===== config.mk =====
export PLATFORM = sky130hd
export DESIGN_NAME = cmwc_reseed_gen
export DESIGN_NICKNAME = d
export VERILOG_FILES = /design/src/cmwc_pkg.sv /design/src/cmwc_reseed_gen.sv
export SDC_FILE = /design/constraint.sdc
export NUM_CORES = 1
export LEC_CHECK = 0
export BUFFER_PORTS_ARGS = -buffer_cell sky130_fd_sc_hd__buf_2
export CORE_MARGIN = 2
export CORE_UTILIZATION = 45
export CTS_CLUSTER_DIAMETER = 100
export DETAILED_ROUTE_END_ITERATION = 8
export PLACE_DENSITY = 0.71
export SYNTH_ARGS = -nofsm -noshare
export SYNTH_HDL_FRONTEND = slang
export SYNTH_SLANG_ARGS = --single-unit

===== constraint.sdc =====
create_clock -name clk -period 5.75 [get_ports clk]
set_input_delay 0.2875 -clock clk [delete_from_list [all_inputs] [get_ports clk]]
set_output_delay 0.2875 -clock clk [all_outputs]
set_load 0.005 [all_outputs]

===== src/cmwc_pkg.sv =====
// ============================================================================
// cmwc_pkg
// Shared constants and types for the CMWC4096 random generator.
// ============================================================================
package cmwc_pkg;

    localparam int TABLE_DEPTH = 4096;
    localparam int IDX_W       = $clog2(TABLE_DEPTH);
    localparam int WORD_W      = 32;
    localparam int CARRY_W     = 19;
    localparam int MULT_W      = 15;
    localparam int PROD_W      = WORD_W + MULT_W;
    localparam int SUM_W       = PROD_W + 1;

    localparam logic [WORD_W-1:0]  GOLDEN_STEP    = 32'h9e37_79b9;
    localparam logic [WORD_W-1:0]  GOLDEN_STEP_X2 = 32'h3c6e_f372;
    localparam logic [MULT_W-1:0]  MWC_MULT       = 15'd18782;
    localparam logic [WORD_W-1:0]  MWC_COMPLEMENT = 32'hffff_fffe;
    localparam logic [CARRY_W-1:0] CARRY_RESET    = 19'd362436;
    localparam logic [IDX_W-1:0]   INDEX_RESET    = IDX_W'(TABLE_DEPTH - 1);

    // carry can never reach this bound once a draw has gone through
    localparam logic [CARRY_W-1:0] CARRY_BOUND    = 19'd18784;

    localparam logic FUNC_DRAW   = 1'b0;
    localparam logic FUNC_RESEED = 1'b1;

    typedef struct packed {
        logic              en;
        logic [IDX_W-1:0]  addr;
        logic [WORD_W-1:0] data;
        logic              last;
    } fill_wr_t;

    typedef struct packed {
        logic mul_en;
        logic add_en;
        logic fix_en;
    } alu_ctl_t;

endpackage


===== src/cmwc_reseed_gen.sv =====
// ============================================================================
// cmwc_reseed_gen
// Produces the reseed word sequence, one table word per cycle while run is
// high, with the address and a flag on the last word.
// ============================================================================
module cmwc_reseed_gen (
    input  logic                         clk,
    input  logic                         rst_n,
    input  logic                         start,
    input  logic                         run,
    input  logic [cmwc_pkg::WORD_W-1:0]  seed,
    output cmwc_pkg::fill_wr_t           fill
);

    logic [cmwc_pkg::IDX_W-1:0]  k_reg;
    logic [cmwc_pkg::WORD_W-1:0] seed_reg;
    logic [cmwc_pkg::WORD_W-1:0] h1_reg;
    logic [cmwc_pkg::WORD_W-1:0] h2_reg;
    logic [cmwc_pkg::WORD_W-1:0] h3_reg;
    logic [cmwc_pkg::WORD_W-1:0] word;

    always_comb
    begin
        case (k_reg)
            cmwc_pkg::IDX_W'(0): word = seed_reg;
            cmwc_pkg::IDX_W'(1): word = seed_reg + cmwc_pkg::GOLDEN_STEP;
            cmwc_pkg::IDX_W'(2): word = seed_reg + cmwc_pkg::GOLDEN_STEP_X2;
            default:             word = h3_reg ^ h2_reg ^ cmwc_pkg::GOLDEN_STEP
                                        ^ cmwc_pkg::WORD_W'(k_reg);
        endcase
    end

    always_ff @(posedge clk or negedge rst_n)
    begin
        if (!rst_n)
        begin
            k_reg <= '0;
        end
        else if (start)
        begin
            k_reg <= '0;
        end
        else if (run)
        begin
            k_reg <= k_reg + 1'b1;
        end
    end

    // history of the last three words written
    always_ff @(posedge clk)
    begin
        if (start)
        begin
            seed_reg <= seed;
        end
        else if (run)
        begin
            h3_reg <= h2_reg;
            h2_reg <= h1_reg;
            h1_reg <= word;
        end
    end

    assign fill.en   = run;
    assign fill.addr = k_reg;
    assign fill.data = word;
    assign fill.last = &k_reg;

endmodule


# Word-level counts from Yosys, hierarchy flattened
# Cells that the tools add are included.
[classes] n_addsub=3 n_eq_ne=2 mux=3 bitwise_logic=4 reduce_logical=4
[ops] operator="32-bit one-hot mux with 3 select lines" n=1
[ops] operator="32-bit by 30-bit adder with 32-bit output (second input constant)" n=1
[ops] operator="32-bit adder (second input constant)" n=1
[ops] operator="32-bit by 12-bit bitwise XOR with 32-bit output" n=1
[ops] operator="32-bit bitwise XOR" n=1
[ops] operator="12-bit two-way mux" n=2
[ops] operator="20-bit inverter" n=1
[ops] operator="12-bit by 1-bit adder with 12-bit output (second input constant)" n=1
[ops] operator="12-bit by 1-bit == test with 1-bit output (second input constant)" n=1
[ops] operator="12-bit by 2-bit == test with 1-bit output (second input constant)" n=1
[ops] operator="12-bit logical NOT" n=1
[ops] operator="12-bit AND reduction" n=1
[ops] operator="2-bit AND reduction" n=1
[ops] operator="2-bit nonzero test" n=1
[ops] operator="1-bit inverter" n=1
[totals] regBits=140 inputBits=36 out_inout_bits=46 word_cells=21

# Logic depth before layout (Yosys ltp)
[logic_depth] ltp_word=4 ltp_mapped=11 ltp_nobuf=9

# Least setup slack after synthesis
# Ideal clock, no wire load.
[synth_path] kind="input-to-reg" startpoint="input start" endpoint="register h1_reg[0] in the netlist's numbering (enable)" setup_time_ns=0.564 arrival_time_ns=4.559 required_ns=5.186 slack_ns=0.627 path_stages=1 path_buffers=0 cell_sequence="nor2b_1"
[synth_between] elab_chain_len=2
[synth_lines] element="from (decl)" line_no="cmwc_reseed_gen.sv:9" source="input logic start,"
[synth_lines] element="1-bit inverter (no line)"
[synth_lines] element="2-bit AND reduction (no line)"
[synth_lines] element="to (signal assigned)" line_no="cmwc_reseed_gen.sv:60" source="h1_reg <= word;"
[synth_lines] element="to (decl)" line_no="cmwc_reseed_gen.sv:17" source="logic [cmwc_pkg::WORD_W-1:0] h1_reg;"
# No other way between the ends.
# A chain may end at the register's enable or synchronous reset.

==> flow_summary.yaml <==
run_status:
  status: "finished clean"
worst_setup_path:
  cp.arrival_ns: 3.82
  cp_max_fo: 30
  r2r-start: "k_reg[6]"
  reg2regPathDepth: 6
  worstSetupPathType: "reg2out"
  crit_end: "fill[9]"
  required_ns: 5.46
  start_kind: "flip-flop"
  critPathCaptureType: "primary output"
  regToRegEndpoint: "h1_reg[23]"
  worstSetupStartpoint: "k_reg[6]"
  regToRegSetupSlack_ns: 2.32
placed_design:
  dpl.hpwl_mm: 12.5
  gp_congestion: 0.911
  placed_area_mm2: 0.00765
  port_buffers: 81
cts:
  cts_root_buffer: "clkbuf_16"
  clockBufferDepth: 2
  tritoncts: "yes"
  post_cts_buffers: 0
  clk_pin_slew_ns: 0.07
  h-tree-depth: 4
  clkLatencyLatePin_ns: 0.42
  cts.sinks: 140
  cts_buffers: 17
sta:
  finalSetupViolCount: 0
  slew_violations: 0
  max_freq_mhz: 243
  layout_min_cycle_time_ns: 4.11
  finClkSkew_ns: 0.00952
  worst_pin_slew_ns: 1.23
  setup_tns_ns: 0
  min_period_over_period: 0.715
  relSlewSlack: 0.178
  final-hold-violation-count: 0
  rsz0062_at_grt: "no"
yosys:
  synthAdderAreaFrac: 0.0105
  ys_seq_area_frac: 0.577
  netlist_instances: 622
  ys_seq_elements: 140
  yosys_warnings: 0
  netlist_area_mm2: 0.00718
  async_flop_share: 0.0857
  synth_top_family_by_area: "compound AO/OA/AOI/OAI gates"
  yosysMostFrequentCell: "edfxtp_1"
  ys_top_cells_by_count: "edfxtp_1 (128), nor2_1 (55), nand2_1 (50)"
  synth_mux_area_frac: 0.00418
  syn_area_per_cell_um2: 11.5
  synth_top_cell_by_area: "edfxtp_1"
  syn-num-nets: 664
  synth_compound_area_frac: 0.175
  synth-edff-count: 128
  synth_top_area_frac: 0.535
  synthTopCellsByArea: "edfxtp_1 (54%), dfrtp_1 (4.2%), xnor2_1 (3.9%)"
  synth_xor_area_frac: 0.0695
  synth_cell_type_count: 65
  synth-simple-area-share: 0.127
  synth-main-ff-cell: "edfxtp_1"
layout:
  fin_area_mm2: 0.00821
  drive_above_1_share: 0.192
  finalNetCount: 727
  syn2layout_area_growth_pct: 14.4
  n_antenna_cell: 0
drt:
  first_pass_iters: 5
  drtIter0Drc: 595
  drc: 0
  dr_total_vias: 5385
  wl_per_cell_um: 19.4
  viasPerCell: 5.89
  wirelength_mm: 17.8
  ant_nets: 0
floorplan:
  io-pin-count: 82
  die_y_um: 130
  die_w_um: 130
  initial_core_util: 0.457
  die-area_mm2: 0.0170
  core_area_mm2: 0.0157
  placementRows: 46
global_routing:
  grt_pass1_vias: 5148
  antenna_found_initial: 0
  grt.total_usage: 0.216
  overflow: 0
  grt_max_degree: 73
  grt_first_pass_wirelength_mm: 27.6
run:
  drv_cap: 0
power:
  irDropWorstVdd_mv: 0.201
  p_leak_uw: 0.00288
  p_per_area_mw_per_mm2: 331
worst_hold_path:
  holdCritPathClass: "in2reg"
-- report_power, final --
group / internal (uW) / switching, uW / total (uW)
Combinational: 163 / 273 / 436
Clock: 566 / 451 / 1020
Sequential: 1200 / 66.2 / 1260
-- cell usage in the layout, fill, tap and decap left out, drive strengths merged, types with 8 or more instances in the layout --
| cell type | n |
|---|---|
| edfxtp | 128 |
| buf | 85 |
| nor2 | 55 |
| nand2 | 50 |
| o21ai | 46 |
| xnor2 | 32 |
| a21oi | 31 |
| xor2 | 25 |
| nor3 | 22 |
| nand3 | 21 |
| clkbuf | 17 |
| inv | 14 |
| dfrtp | 12 |
| o2111ai | 12 |
| nand4 | 11 |
| a31oi | 9 |
| o211ai | 8 |
-- layout make-up --
class,count,area [um^2]
inverter,5,18.8
timing repair buffer,86,445
tap,216,270
clock buffer,17,425
multi-input combinational,435,2780
sequential,140,4140
fill,1391,7500
clock inverter,15,129
-- kinds of logic after synthesis --
logic type	Yosys count
simple gates	193
compound gates	176
flops	140
xor+xnor	57
buf+inv	47
fa+ha+maj	6
mux	3
-- critical path: stages (launching register included) --
cell and delay, ns:
dfrtp_1 0.46, nor4_1 0.56, and3_1 0.42, and2_1 1.01, o21ai_0 0.22, o2111ai_1 0.16, o21ai_0 0.20, o21ai_0 0.18
buf_2 0.17
-- timing repair --
item / in CTS / in global routing
hold buffers: 1 / 0
resized for setup: 0 / 0
hold endpoints to repair: 12 / 0
-- worst min path at each step --
stage                        from           to  slack, ns  cells after the start
after floorplan             rst_n     k_reg[0]     -0.008                      0
after global placement      rst_n     k_reg[0]       0.18                      1
after detailed placement    rst_n     k_reg[0]       0.19                      1
after CTS                 seed[0]  seed_reg[0]       0.01                      1
after global routing      seed[1]  seed_reg[1]       0.02                      1
final                     seed[0]  seed_reg[0]       0.04                      1
-- stage by stage --
step | hold slack (ns) | setup WS (ns) | std cells | power (uW) | util
3_3_place_gp | 0.184 | 2.31 | 881 | 1700 | 0.487
6_report | 0.0373 | 1.64 | 914 | 2720 | 0.523
4_1_cts | 0.0126 | 1.71 | 914 | 2740 | 0.523
5_1_grt | 0.0195 | 1.42 | 914 | 2830 | 0.523
2_1_floorplan | -0.00809 | 0.627 | 622 | 1550 | -
3_5_place_dp | 0.187 | 2.19 | 881 | 1710 | 0.487
-- routing by layer --
layer  vias to the layer above  global-route usage  share of wire
li1                       2515                   -              -
met1                      2595               0.317           0.48
met2                       238               0.319           0.45
met3                        37              0.0406          0.054
met4                         0              0.0851          0.016
met5                         -                   0              0
Note: power is estimated with default switching activity, not from simulation.
