### src/cmwc_pkg.sv
// ============================================================================
// cmwc_pkg
// Shared constants and types for the CMWC4096 random generator.
// ============================================================================
package cmwc_pkg;

    localparam int TABLE_DEPTH = 4096;
    localparam int IDX_W       = $clog2(TABLE_DEPTH);
    localparam int WORD_W      = 32;
    localparam int CARRY_W     = 19;
    localparam int MULT_W      = 15;
    localparam int PROD_W      = WORD_W + MULT_W;
    localparam int SUM_W       = PROD_W + 1;

    localparam logic [WORD_W-1:0]  GOLDEN_STEP    = 32'h9e37_79b9;
    localparam logic [WORD_W-1:0]  GOLDEN_STEP_X2 = 32'h3c6e_f372;
    localparam logic [MULT_W-1:0]  MWC_MULT       = 15'd18782;
    localparam logic [WORD_W-1:0]  MWC_COMPLEMENT = 32'hffff_fffe;
    localparam logic [CARRY_W-1:0] CARRY_RESET    = 19'd362436;
    localparam logic [IDX_W-1:0]   INDEX_RESET    = IDX_W'(TABLE_DEPTH - 1);

    // carry can never reach this bound once a draw has gone through
    localparam logic [CARRY_W-1:0] CARRY_BOUND    = 19'd18784;

    localparam logic FUNC_DRAW   = 1'b0;
    localparam logic FUNC_RESEED = 1'b1;

    typedef struct packed {
        logic              en;
        logic [IDX_W-1:0]  addr;
        logic [WORD_W-1:0] data;
        logic              last;
    } fill_wr_t;

    typedef struct packed {
        logic mul_en;
        logic add_en;
        logic fix_en;
    } alu_ctl_t;

endpackage

### src/cmwc_draw_alu.sv
// ============================================================================
// cmwc_draw_alu
// Multiply-with-carry arithmetic for one draw: multiply, add carry,
// overflow correction, complement. Holds the carry.
// ============================================================================
module cmwc_draw_alu (
    input  logic                         clk,
    input  logic                         rst_n,
    input  cmwc_pkg::alu_ctl_t           ctl,
    input  logic [cmwc_pkg::WORD_W-1:0]  rd_word,
    output logic [cmwc_pkg::WORD_W-1:0]  result
);

    logic [cmwc_pkg::PROD_W-1:0]  prod_reg;
    logic [cmwc_pkg::SUM_W-1:0]   t_reg;
    logic [cmwc_pkg::WORD_W-1:0]  x_reg;
    logic [cmwc_pkg::CARRY_W-1:0] carry_reg;

    logic [cmwc_pkg::PROD_W-1:0]  prod_next;
    logic [cmwc_pkg::SUM_W-1:0]   t_next;
    logic [cmwc_pkg::SUM_W-cmwc_pkg::WORD_W-1:0] c_hi;
    logic [cmwc_pkg::WORD_W:0]    lo_sum;
    logic                         wrap;
    logic [cmwc_pkg::WORD_W-1:0]  x_next;
    logic [cmwc_pkg::CARRY_W-1:0] carry_next;

    always_comb
    begin
        prod_next  = cmwc_pkg::PROD_W'(rd_word) * cmwc_pkg::PROD_W'(cmwc_pkg::MWC_MULT);
        t_next     = cmwc_pkg::SUM_W'(prod_reg) + cmwc_pkg::SUM_W'(carry_reg);
        c_hi       = t_reg[cmwc_pkg::SUM_W-1:cmwc_pkg::WORD_W];
        lo_sum     = {1'b0, t_reg[cmwc_pkg::WORD_W-1:0]} + (cmwc_pkg::WORD_W+1)'(c_hi);
        // bump both x and carry when the low add wraps
        wrap       = lo_sum[cmwc_pkg::WORD_W];
        x_next     = lo_sum[cmwc_pkg::WORD_W-1:0] + cmwc_pkg::WORD_W'(wrap);
        carry_next = cmwc_pkg::CARRY_W'(c_hi) + cmwc_pkg::CARRY_W'(wrap);
    end

    always_ff @(posedge clk or negedge rst_n)
    begin
        if (!rst_n)
        begin
            carry_reg <= cmwc_pkg::CARRY_RESET;
        end
        else if (ctl.fix_en)
        begin
            carry_reg <= carry_next;
        end
    end

    always_ff @(posedge clk)
    begin
        if (ctl.mul_en)
        begin
            prod_reg <= prod_next;
        end
        if (ctl.add_en)
        begin
            t_reg <= t_next;
        end
        if (ctl.fix_en)
        begin
            x_reg <= x_next;
        end
    end

    assign result = cmwc_pkg::MWC_COMPLEMENT - x_reg;

    a_carry_bounded: assert property (@(posedge clk) disable iff (!rst_n)
        ctl.fix_en |=> carry_reg < cmwc_pkg::CARRY_BOUND)
        else $error("carry out of range after draw");

    a_stage_order: assert property (@(posedge clk) disable iff (!rst_n)
        ctl.mul_en |=> ctl.add_en ##1 ctl.fix_en)
        else $error("draw stages out of order");

endmodule

### config.mk
export PLATFORM = sky130hd
export DESIGN_NAME = cmwc_draw_alu
export DESIGN_NICKNAME = d
export VERILOG_FILES = /design/src/cmwc_pkg.sv /design/src/cmwc_draw_alu.sv
export SDC_FILE = /design/constraint.sdc
export NUM_CORES = 1
export LEC_CHECK = 0
export BUFFER_PORTS_ARGS = -buffer_cell sky130_fd_sc_hd__buf_2
export CAP_MARGIN = 20
export CORE_UTILIZATION = 32
export DETAILED_ROUTE_END_ITERATION = 8
export PLACE_DENSITY = 0.5
export SYNTH_ARGS = -nofsm -noshare
export SYNTH_HDL_FRONTEND = slang
export SYNTH_SLANG_ARGS = --single-unit
export TNS_END_PERCENT = 1
### constraint.sdc
create_clock -name clk -period 13.45 [get_ports clk]
set_clock_uncertainty 0.15 [all_clocks]
set_input_delay 0 -clock clk [delete_from_list [all_inputs] [get_ports clk]]
set_output_delay 0 -clock clk [all_outputs]
set_load 0.02 [all_outputs]
== After elaboration in Yosys (flattened, before gate mapping) ==
Cells that the tools add are included.

* Add/sub/neg operators: 5
* Multipliers: 1

{| class="wikitable"
|+ Operators with widths
! operator !! count
|-
| 47-bit by 19-bit adder with 48-bit output || 1
|-
| 32-bit by 14-bit multiplier with 46-bit output, second input constant || 1
|-
| 32-bit by 16-bit adder with 33-bit output || 1
|-
| 32-bit by 1-bit adder with 32-bit output || 1
|-
| 32-bit subtractor, first input constant || 1
|-
| 16-bit by 1-bit adder with 17-bit output || 1
|}

* Bits in registers: 145
* Input bits: 37
* Output and inout port bits: 32
* Logic and storage cells: 10

== Logic depth before layout (Yosys ltp) ==
Gate-level depths: netlist of the first run.

* Depth in word-level cells: 2
* Mapped depth: 22
* Mapped depth without buffers: 22

== Worst setup path before layout of the first run ==
Ideal clock, no wire load.

* Path type: in2reg
* Start: input rd_word[8] (netlist name)
* End: register prod_reg[39] (netlist name), data pin
* Library setup time: 0.267 ns
* Arrival: 5.289 ns
* Required time: 13.033 ns
* Setup slack: 7.744 ns
* Cell stages on the path: 22
* Path buffers: 0
* Cell sequence: ha_1 > inv_1 > fa_1 > inv_1 > fa_1 > inv_1 > fa_1 > inv_1 > fa_1 > inv_1 > fa_1 > inv_1 > ha_1 > a21o_1 > a21oi_1 > o21bai_1 > a32o_1 > a2111oi_0 > o31ai_1 > a311oi_1 > o21ai_0 > xor2_1

* Word-level cells in the longest chain between the ends: 1

{| class="wikitable"
|+ RTL lines
! element !! RTL line !! RTL
|-
| start: declaration || cmwc_draw_alu.sv:10 || <nowiki>input logic [cmwc_pkg::WORD_W-1:0] rd_word,</nowiki>
|-
| 32-bit by 14-bit multiplier with 46-bit output || cmwc_draw_alu.sv:29 || <nowiki>prod_next = cmwc_pkg::PROD_W'(rd_word) * cmwc_pkg::PROD_W'(cmwc_pkg::MWC_MULT);</nowiki>
|-
| named net prod_next (one bit) || cmwc_draw_alu.sv:19 || <nowiki>logic [cmwc_pkg::PROD_W-1:0] prod_next;</nowiki>
|-
| end signal: assignment || cmwc_draw_alu.sv:55 || <nowiki>prod_reg <= prod_next;</nowiki>
|-
| end: declaration || cmwc_draw_alu.sv:14 || <nowiki>logic [cmwc_pkg::PROD_W-1:0] prod_reg;</nowiki>
|}

The timed path passes the listed nets, and every way through them passes these cells.
A chain may end at the register's enable or synchronous reset.

== Final worst setup path of the first run ==
Same ends and word-level chain as after synthesis.

==> results of run 1 <==
[what timing repair did]
| action | in CTS | in global routing |
|---|---|---|
| hold buffers | 4 | 0 |
| hold endpoints to repair | 20 | 0 |
| setup endpoints to repair | 0 | 0 |
[area by class of cell]
class                   instances  area, um^2  share of cell area
repair buffers                 74       395.4             0.02027
clock buffers                  17       425.4             0.02181
well taps                     748       935.9             0.04799
flip-flops and latches        144        4245              0.2177
inverters                     309        1160             0.05947
clock inverters                15       160.2            0.008212
multi-input cells            1294       12180              0.6246
[critical path, cell delays in order]
cell and delay (ns):
buf_2 0.16, ha_1 0.29, inv_1 0.05, fa_1 0.49, inv_1 0.05, fa_1 0.50, inv_1 0.05, fa_1 0.47
inv_1 0.05, fa_1 0.53, inv_1 0.05, fa_1 0.50, inv_1 0.04, ha_1 0.34, a21o_1 0.19, a21oi_1 0.21
o21bai_1 0.12, a32o_1 0.30, a2111oi_0 0.66, o31ai_1 0.24, a311oi_1 0.40, o21ai_0 0.16, xor2_1 0.16
[through the flow]
stage	area [um^2]	util	worst slack (ns)	hold WS, ns
global placement	18880	0.3433	7.007	-0.1753
CTS	19500	0.3547	7.445	0.05733
detailed placement	18880	0.3433	7.011	-0.1629
finish	19500	0.3547	7.470	0.04681
floorplan	17770	-	7.744	-0.4456
global route	19500	0.3547	7.100	0.07512
[kinds of logic (layout without fill, tap and decap cells)]
group / after synthesis / count (layout)
xor gates and xnor gates: 170 / 170
and+or+nand+nor: 403 / 403
adders and majority gates: 422 / 422
buffers and inverters: 346 / 415
DFF: 144 / 144
muxes: 2 / 2
AOI/OAI and AO/OA: 297 / 297
[cell usage after synthesis (5+ instances only)]
cell type / number
and3_1: 28
dfrtp_1: 9
nor4_1: 11
a2111oi_0: 8
a21boi_0: 10
buf_2: 5
o21bai_1: 12
nand4_1: 36
nor2b_1: 15
clkbuf_1: 25
and4_1: 6
xor2_1: 65
a21oi_1: 87
fa_1: 170
a211oi_1: 9
a21o_1: 47
nand2_1: 73
inv_1: 309
o211ai_1: 9
a31o_2: 6
nand2b_1: 10
or2_2: 6
a31oi_1: 7
edfxtp_1: 126
ha_1: 252
and2_1: 6
o21ai_0: 40
nor3_1: 27
o21a_1: 11
or3_1: 8
nor2_1: 87
nand3_1: 71
a311oi_1: 5
xnor2_1: 104
dfstp_2: 9
[metal layers]
layer | part of all wire | GRT usage
met3 | 0.020 | 0.01277
met4 | 0.017 | 0.03578
met1 | 0.50 | 0.1987
met2 | 0.47 | 0.2430
met5 | 0 | 0
[layout by cell type, fill, tap and decap left out, types with 10 or more instances in the layout]
cell	synthesis	layout
xor2_1	65	65
a21o_1	47	47
nor3_1	27	27
nand3_1	71	71
edfxtp_1	126	126
nand4_1	36	36
nand2_1	73	73
buf_2	5	68
nor2_1	87	87
xnor2_1	104	104
fa_1	170	170
inv_1	309	309
nor2b_1	15	15
and3_1	28	28
nor4_1	11	11
a21boi_0	10	10
nand2b_1	10	10
clkbuf_16	0	17
ha_1	252	252
o21ai_0	40	40
a21oi_1	87	87
o21bai_1	12	12
o21a_1	11	11
[path summary, 6_finish.rpt]
kind	startpoint	to	slack, ns	cells after the start
worst max-delay path	rd_word[8]	prod_reg[39]	7.47	23
min in group asynchronous	rst_n	carry_reg[2]	0.09	2
worst max register to register	t_reg[46]	x_reg[25]	7.80	14
worst min-delay path	ctl[1]	t_reg[43]	0.05	2
max in group asynchronous	rst_n	carry_reg[0]	12.07	3
worst min register to register	carry_reg[0]	t_reg[0]	0.30	0
==> impl_metrics.env, run 1 <==
export IMPL_status="completed"
export IMPL_grt_pass1_vias=12870
export IMPL_synth_area_leaders="edfxtp_1 21%, fa_1 19%, ha_1 18%"
export IMPL_yosysTopAreaCell="edfxtp_1"
export IMPL_synth_top_family_by_area="adder cells"
export IMPL_die_y_um=237.7
export IMPL_rows=86
export IMPL_cts_setup_buffers=0
export IMPL_synth_edff_count=126
export IMPL_initial_core_util=0.3232
export IMPL_clkLatencyLatePin_ns=0.44
export IMPL_place_gp_congestion=0.8488
export IMPL_numPortBuffers=68
export IMPL_worstMarginPinSlew_ns=0.9696
export IMPL_tritoncts="yes"
export IMPL_worstSetupPathType="in -> reg"
export IMPL_synth_ff_type="edfxtp_1"
export IMPL_synthArstFlopShare=0.1250
export IMPL_rsz0062_at_grt="false"
export IMPL_yosys_area_share_simple=0.1158
export IMPL_ys_warn_count=0
export IMPL_dp_hpwl_um=33370
export IMPL_critPathArrivalTime_ns=6.01
export IMPL_setup_viol=0
export IMPL_synth_mux_area_frac=0.001267
export IMPL_synth_compound_area_share=0.1152
export IMPL_area_growth_pct=9.737
export IMPL_antenna_cells=0
export IMPL_wl_um=39470
export IMPL_root_buffer="clkbuf_16"
export IMPL_syn_area_mm2=0.01777
export IMPL_cts_resized=0
export IMPL_die_area_mm2=0.05648
export IMPL_ys_ff_latch=144
export IMPL_dr_total_vias=12440
export IMPL_max_freq_mhz=167.2
export IMPL_synth_top_cell_area_share=0.2129
export IMPL_fin_setup_tns_ns=0
export IMPL_finalHoldViolCount=0
export IMPL_nFillCells=5588
export IMPL_startpoint_type="input port"
export IMPL_synth_distinct_cells=78
export IMPL_synthAdderAreaFrac=0.3689
export IMPL_core_area_mm2=0.05499
export IMPL_max_slew_margin=0.3536
export IMPL_crit_required_ns=13.48
export IMPL_max_cap_viol_count=0
export IMPL_synth_nets=2243
export IMPL_largest_register_ffs=48
export IMPL_min_period_ns=5.980
export IMPL_fin_crit_sh=0.4446
export IMPL_antenna_found_initial=0
export IMPL_pin_count=69
export IMPL_grt_usage=0.1443
export IMPL_clk_pin_slew_ns=0.07
export IMPL_yosysSeqAreaShare=0.2389
export IMPL_avgSynthCellArea_um2=9.962
export IMPL_htreeDepth=4
export IMPL_final_cell_count_no_fill=2601
export IMPL_final_nets=2299
export IMPL_hp_class="in -> reg"
export IMPL_vias_per_cell=4.783
export IMPL_dp_cells=2565
export IMPL_clock_path_buffers=2
export IMPL_cts_inserted_buffers=17
export IMPL_critPathCaptureType="flop"
export IMPL_grt_max_degree=66
export IMPL_dr_first_iter_drc_count=563
export IMPL_grt_pass1_wl_um=66060
export IMPL_crit_fanout=7
export IMPL_drc=0
export IMPL_synthCells=1784
export IMPL_die_x_um=237.7
export IMPL_cts_sinks=144
export IMPL_slew_violations=0
export IMPL_drive_gt1_frac=0.07771
export IMPL_ant_nets=0
export IMPL_wire_per_inst_um=15.17
export IMPL_grt_overflow=0
export IMPL_firstDrtPassIters=6
export IMPL_synth_xor_area_frac=0.08420
Power of run 1 is left out: the tool's default activity adds up to more than one toggle a clock period on the data nets, which glitch-free logic cannot reach.
==> run 2: changes to the inputs <==
ABC_AREA = 1   (was default)
PLACE_DENSITY = 0.51   (was 0.5)
clock period = 5.4 ns   (was 13.45 ns; I/O delays follow)
==> impl_metrics.env, run 2 <==
export IMPL_antenna_found_initial=0
export IMPL_r2r_cells=22
export IMPL_die_area_mm2=0.06039
export IMPL_root_buffer="clkbuf_16"
export IMPL_r2r_slack_ns=1.25
export IMPL_die_x_um=245.7
export IMPL_synth_edff_count=126
export IMPL_wl_um=48950
export IMPL_pin_count=69
export IMPL_rr_endpoint="x_reg[18]"
export IMPL_cp_buffers_inverters=8
export IMPL_crit_fanout=7
export IMPL_antenna_cells=0
export IMPL_initial_core_util=0.3264
export IMPL_ant_nets=0
export IMPL_path_depth=21
export IMPL_grt_pass1_vias=15930
export IMPL_dr_total_vias=15070
export IMPL_grt_usage=0.1676
export IMPL_synth_nets=2790
export IMPL_firstDrtPassIters=6
export IMPL_path_cells="buf_2 -> ha_1 -> inv_1 -> fa_1 -> inv_1 -> fa_1 -> inv_1 -> fa_1 -> inv_1 -> fa_1 -> inv_1 -> fa_1 -> inv_1 -> ha_1 -> nand2_1 -> nor2_1 -> inv_1 -> nor4_2 -> nand4_1 -> nand3_1 -> xor2_1"
export IMPL_startpoint_type="input port"
export IMPL_synth_distinct_cells=48
export IMPL_cts_inserted_buffers=17
export IMPL_drc=0
export IMPL_nFillCells=6101
export IMPL_synthCells=2331
export IMPL_fin_util=0.3643
export IMPL_htreeDepth=4
export IMPL_slew_violations=0
export IMPL_grt_overflow=0
export IMPL_worstSetupPathType="in -> reg"
export IMPL_min_period_ns=5.053
export IMPL_avgSynthCellArea_um2=8.156
export IMPL_numPortBuffers=68
export IMPL_yosysTopAreaCell="edfxtp_1"
export IMPL_drive_gt1_frac=0.07689
export IMPL_syn_area_mm2=0.01901
export IMPL_max_stage_delay_ns=0.53
export IMPL_yosysSeqAreaShare=0.2233
export IMPL_final_cell_mix="522 x inv_1, 482 x nand2_1, 252 x ha_1"
export IMPL_clock_path_buffers=2
export IMPL_hp_start="ctl[0]"
export IMPL_largest_register_ffs=48
export IMPL_timing_rr_start="t_reg[39]"
export IMPL_finalHoldViolCount=0
export IMPL_tritoncts="yes"
export IMPL_max_slew_margin=0.3312
export IMPL_setup_viol=0
export IMPL_wire_per_inst_um=15.13
export IMPL_place_gp_congestion=0.9046
export IMPL_critPathArrivalTime_ns=5.08
export IMPL_crit_start="rd_word[28]"
export IMPL_ys_warn_count=0
export IMPL_max_cap_viol_count=0
export IMPL_final_nets=2917
export IMPL_synth_ff_type="edfxtp_1"
export IMPL_core_area_mm2=0.05825
export IMPL_synth_most_common_cell="inv_1"
export IMPL_cts_setup_buffers=0
export IMPL_vias_per_cell=4.656
export IMPL_grt_pass1_wl_um=80670
export IMPL_critPathCaptureType="flop"
export IMPL_crit_end="prod_reg[39]"
export IMPL_clkLatencyLatePin_ns=0.44
export IMPL_synth_commonest_cells="522 x inv_1, 482 x nand2_1, 252 x ha_1, 189 x nor2_1, 170 x fa_1"
export IMPL_status="completed"
export IMPL_worstMarginPinSlew_ns=1.003
export IMPL_rows=88
export IMPL_area_growth_pct=11.62
export IMPL_rsz0062_at_grt="false"
export IMPL_hp_class="in -> reg"
export IMPL_crit_slowest_cell="fa_1"
export IMPL_synth_area_leaders="edfxtp_1 20%, fa_1 18%, ha_1 17%"
export IMPL_dr_first_iter_drc_count=601
export IMPL_die_y_um=245.7
export IMPL_cts_sinks=144
export IMPL_crit_top_cell="inv_1"
export IMPL_crit_required_ns=5.43
export IMPL_grt_max_degree=49
export IMPL_synthArstFlopShare=0.1250
export IMPL_path_delay_family="adder cells"
export IMPL_dp_hpwl_um=42940
export IMPL_max_freq_mhz=197.9
export IMPL_final_common_cell="inv_1"
export IMPL_fin_crit_sh=0.9357
export IMPL_ys_ff_latch=144
export IMPL_synth_top_cell_area_share=0.1990
export IMPL_clk_pin_slew_ns=0.07
[run 2: cell types whose count changed in the layout (fill, tap and decap cells not counted), sizes merged, moves of 15 or more]
cell,before,now
inv,319,530
nand3,71,109
and3,28,4
xnor2,104,40
xor2,66,97
nor2b,15,0
nand2,74,494
a21o,48,14
buf,70,108
nor2,87,205
[run 2: logic make-up after synthesis]
| family | after synthesis | synth area share |
|---|---|---|
| AND/OR/NAND/NOR | 914 | 0.2074 |
| flip-flops | 144 | 0.2233 |
| XOR/XNOR | 137 | 0.06351 |
| AO/OA/AOI/OAI | 185 | 0.05587 |
| buffers and inverters | 529 | 0.1050 |
| adder cells (fa/ha/maj) | 422 | 0.3448 |
[run 2: layout make-up]
type	count	area, um^2	share of cell area
inverter	524	1967	0.09269
timing repair buffer	113	703.2	0.03314
tap	765	957.2	0.04511
sequential	144	4245	0.2001
clock inverter	15	146.4	0.006899
clock buffer	17	425.4	0.02005
multi-input combinational	1658	12780	0.6021
[run 2: worst register-to-register path, stage by stage, from the launching register on]
cell and delay (ns):
edfxtp_1 0.54, ha_1 0.43, nand2_1 0.12, nor2_1 0.17
nand2_1 0.09, nand2_1 0.15, nand2_1 0.10, nand2_2 0.11
nand2_1 0.07, nor4_1 0.17, buf_4 0.20, ha_1 0.17
ha_1 0.14, inv_1 0.05, nor2_1 0.14, nand3_1 0.10
nor2_2 0.18, nand2_2 0.11, nor2_1 0.22, nand2_1 0.10
nor2_2 0.18, xor2_1 0.16, inv_1 0.05
[run 2: routing by layer]
| layer | wire, um | GRT usage |
|---|---|---|
| met5 | 0 | 0 |
| met4 | 1571 | 0.05462 |
| met3 | 1032 | 0.01299 |
| met2 | 24890 | 0.3175 |
| met1 | 21450 | 0.1970 |
[run 2: what timing repair did]
| action | CTS | global route |
|---|---|---|
| setup endpoints to repair | 0 | 2 |
| hold buffers | 4 | 1 |
| gates resized for setup | 0 | 2 |
| hold endpoints to repair | 20 | 10 |
[run 2: stage by stage]
step | hold slack, ns | std cells | instance area, um^2 | setup TNS (ns) | setup WS, ns
CTS | 0.009485 | 3234 | 21180 | 0 | 0.08720
global route | 0.05824 | 3236 | 21220 | 0 | 0.08204
floorplan | -0.4456 | 2331 | 19010 | 0 | 0.5571
detailed placement | -0.1752 | 3198 | 20570 | -0.4671 | -0.3777
global placement | -0.1769 | 3198 | 20570 | -0.4217 | -0.3523
finish | 0.008022 | 3236 | 21220 | 0 | 0.3472
[run 2: how the worst min path moves through the flow]
| stage | to | slack [ns] | cells past startpoint |
|---|---|---|---|
| after floorplan | carry_reg[0] | -0.45 | 0 |
| after global placement | carry_reg[12] | -0.18 | 1 |
| after detailed placement | carry_reg[11] | -0.18 | 1 |
| after CTS | carry_reg[1] | 0.009 | 4 |
| after global routing | carry_reg[18] | 0.06 | 3 |
| final | carry_reg[1] | 0.008 | 4 |
Power of run 2 is left out for the same reason.
==> run 3: changes to the inputs <==
==> constraint.sdc (replaced) <==
create_clock -name clk -period 5.4 [get_ports clk]
set_clock_uncertainty 0.15 [all_clocks]
set_input_delay 1.35 -clock clk [delete_from_list [all_inputs] [get_ports clk]]
set_output_delay 1.35 -clock clk [all_outputs]
set_load 0.02 [all_outputs]
==> impl_metrics.env, run 3 (synthesis gave the netlist of run 2 again) <==
export IMPL_max_freq_mhz=171.2
export IMPL_preCtsSetupSlack_ns=-1.676
export IMPL_setup_viol=33
export IMPL_final_cell_count_no_fill=3434
export IMPL_crit_fanout=4
export IMPL_grt_overflow=0
export IMPL_status="complete, but fails checks"
export IMPL_failed_checks="setup timing"
export IMPL_dp_cells=3382
export IMPL_cts_hold_buffers_added=0
export IMPL_clk_pin_slew_ns=0.06
export IMPL_root_buffer="clkbuf_16"
export IMPL_hp_class="reg -> reg"
export IMPL_dr_total_vias=15800
export IMPL_fin_ws_ns=-0.4421
export IMPL_pin_count=69
export IMPL_fin_setup_tns_ns=-8.793
export IMPL_r2r_cells=22
export IMPL_firstDrtPassIters=5
export IMPL_final_nets=3116
export IMPL_max_slew_margin=0.2983
export IMPL_max_cap_viol_count=0
export IMPL_rsz0062_at_grt="true"
export IMPL_grt_usage=0.1775
export IMPL_ant_nets=0
export IMPL_startpoint_type="input port"
export IMPL_rows=88
export IMPL_grt_pass1_vias=17090
export IMPL_numPortBuffers=68
export IMPL_fin_crit_sh=1.082
export IMPL_die_y_um=245.7
export IMPL_min_period_ns=5.842
export IMPL_holdWs_ns=0.2936
export IMPL_place_gp_congestion=0.8971
export IMPL_core_area_mm2=0.05825
export IMPL_critPathCaptureType="flop"
export IMPL_drc=0
export IMPL_finalHoldViolCount=0
export IMPL_hold_depth=0
export IMPL_largest_register_ffs=48
export IMPL_crit_required_ns=5.43
export IMPL_htreeDepth=4
export IMPL_cts_sinks=144
export IMPL_clock_path_buffers=2
export IMPL_final_cell_mix="489 x inv_1, 448 x nand2_1, 239 x buf_4"
export IMPL_final_common_cell="inv_1"
export IMPL_drive_gt1_frac=0.2256
export IMPL_wire_per_inst_um=14.94
export IMPL_vias_per_cell=4.600
export IMPL_die_area_mm2=0.06039
export IMPL_critPathArrivalTime_ns=5.87
export IMPL_worstMarginPinSlew_ns=1.053
export IMPL_area_growth_pct=26.11
export IMPL_worstSetupPathType="in -> reg"
export IMPL_grt_max_degree=49
export IMPL_antenna_found_initial=0
export IMPL_tritoncts="yes"
export IMPL_antenna_cells=0
export IMPL_dr_first_iter_drc_count=507
export IMPL_dp_hpwl_um=44900
export IMPL_die_x_um=245.7
export IMPL_clkLatencyLatePin_ns=0.44
export IMPL_grt_pass1_wl_um=85510
export IMPL_wl_um=51290
export IMPL_cts_inserted_buffers=17
export IMPL_initial_core_util=0.3264
export IMPL_slew_violations=0
## run 3: stage by stage
stage | cell area, um^2 | utilization
4_1_cts | 23750 | 0.4078
2_1_floorplan | 19110 | -
6_report | 23980 | 0.4116
5_1_grt | 23980 | 0.4116
3_3_place_gp | 22070 | 0.3789
3_5_place_dp | 22070 | 0.3789
## run 3: cell type report
class | instances | area (um^2)
clock buffers | 17 | 425.4
clock inverters | 14 | 157.7
fillers | 5851 | 34270
inverters | 524 | 1967
multi-input cells | 1658 | 13940
flip-flops and latches | 144 | 4245
well taps | 765 | 957.2
repair buffers | 312 | 2287
## run 3: path summary, 6_finish.rpt
kind | startpoint | end | slack [ns]
max in group asynchronous | rst_n | carry_reg[2] | 4.04
min in group asynchronous | rst_n | carry_reg[11] | 0.71
worst min register to register | carry_reg[0] | t_reg[0] | 0.29
worst max-delay path | rd_word[25] | prod_reg[39] | -0.44
worst min-delay path | carry_reg[0] | t_reg[0] | 0.29
worst max register to register | t_reg[46] | carry_reg[12] | 1.13
## run 3: timing repair
item | in CTS | in global routing
endpoints found under the setup margin | 35 | 36
gates cloned | 0 | 0
gates resized for setup | 220 | 56
pin swaps | 124 | 54
buffers inserted | 18 | 3
## run 3: critical path, cell delays in order
cell and delay [ns]:
buf_2 0.13, ha_1 0.27, inv_1 0.05, fa_1 0.50
inv_1 0.06, fa_1 0.52, fa_1 0.44, fa_1 0.55
inv_1 0.05, fa_1 0.49, inv_1 0.07, ha_4 0.26
a21o_1 0.18, buf_4 0.14, a31oi_2 0.18, nand2_2 0.12
a31oi_4 0.24, nand3_2 0.13, xor2_1 0.16
## run 3: metal layers
metal,share of wire,GRT usage
met5,0,0
met4,0.025,0.05298
met3,0.018,0.01462
met2,0.52,0.3390
met1,0.43,0.2078
Power of run 3 is left out for the same reason.
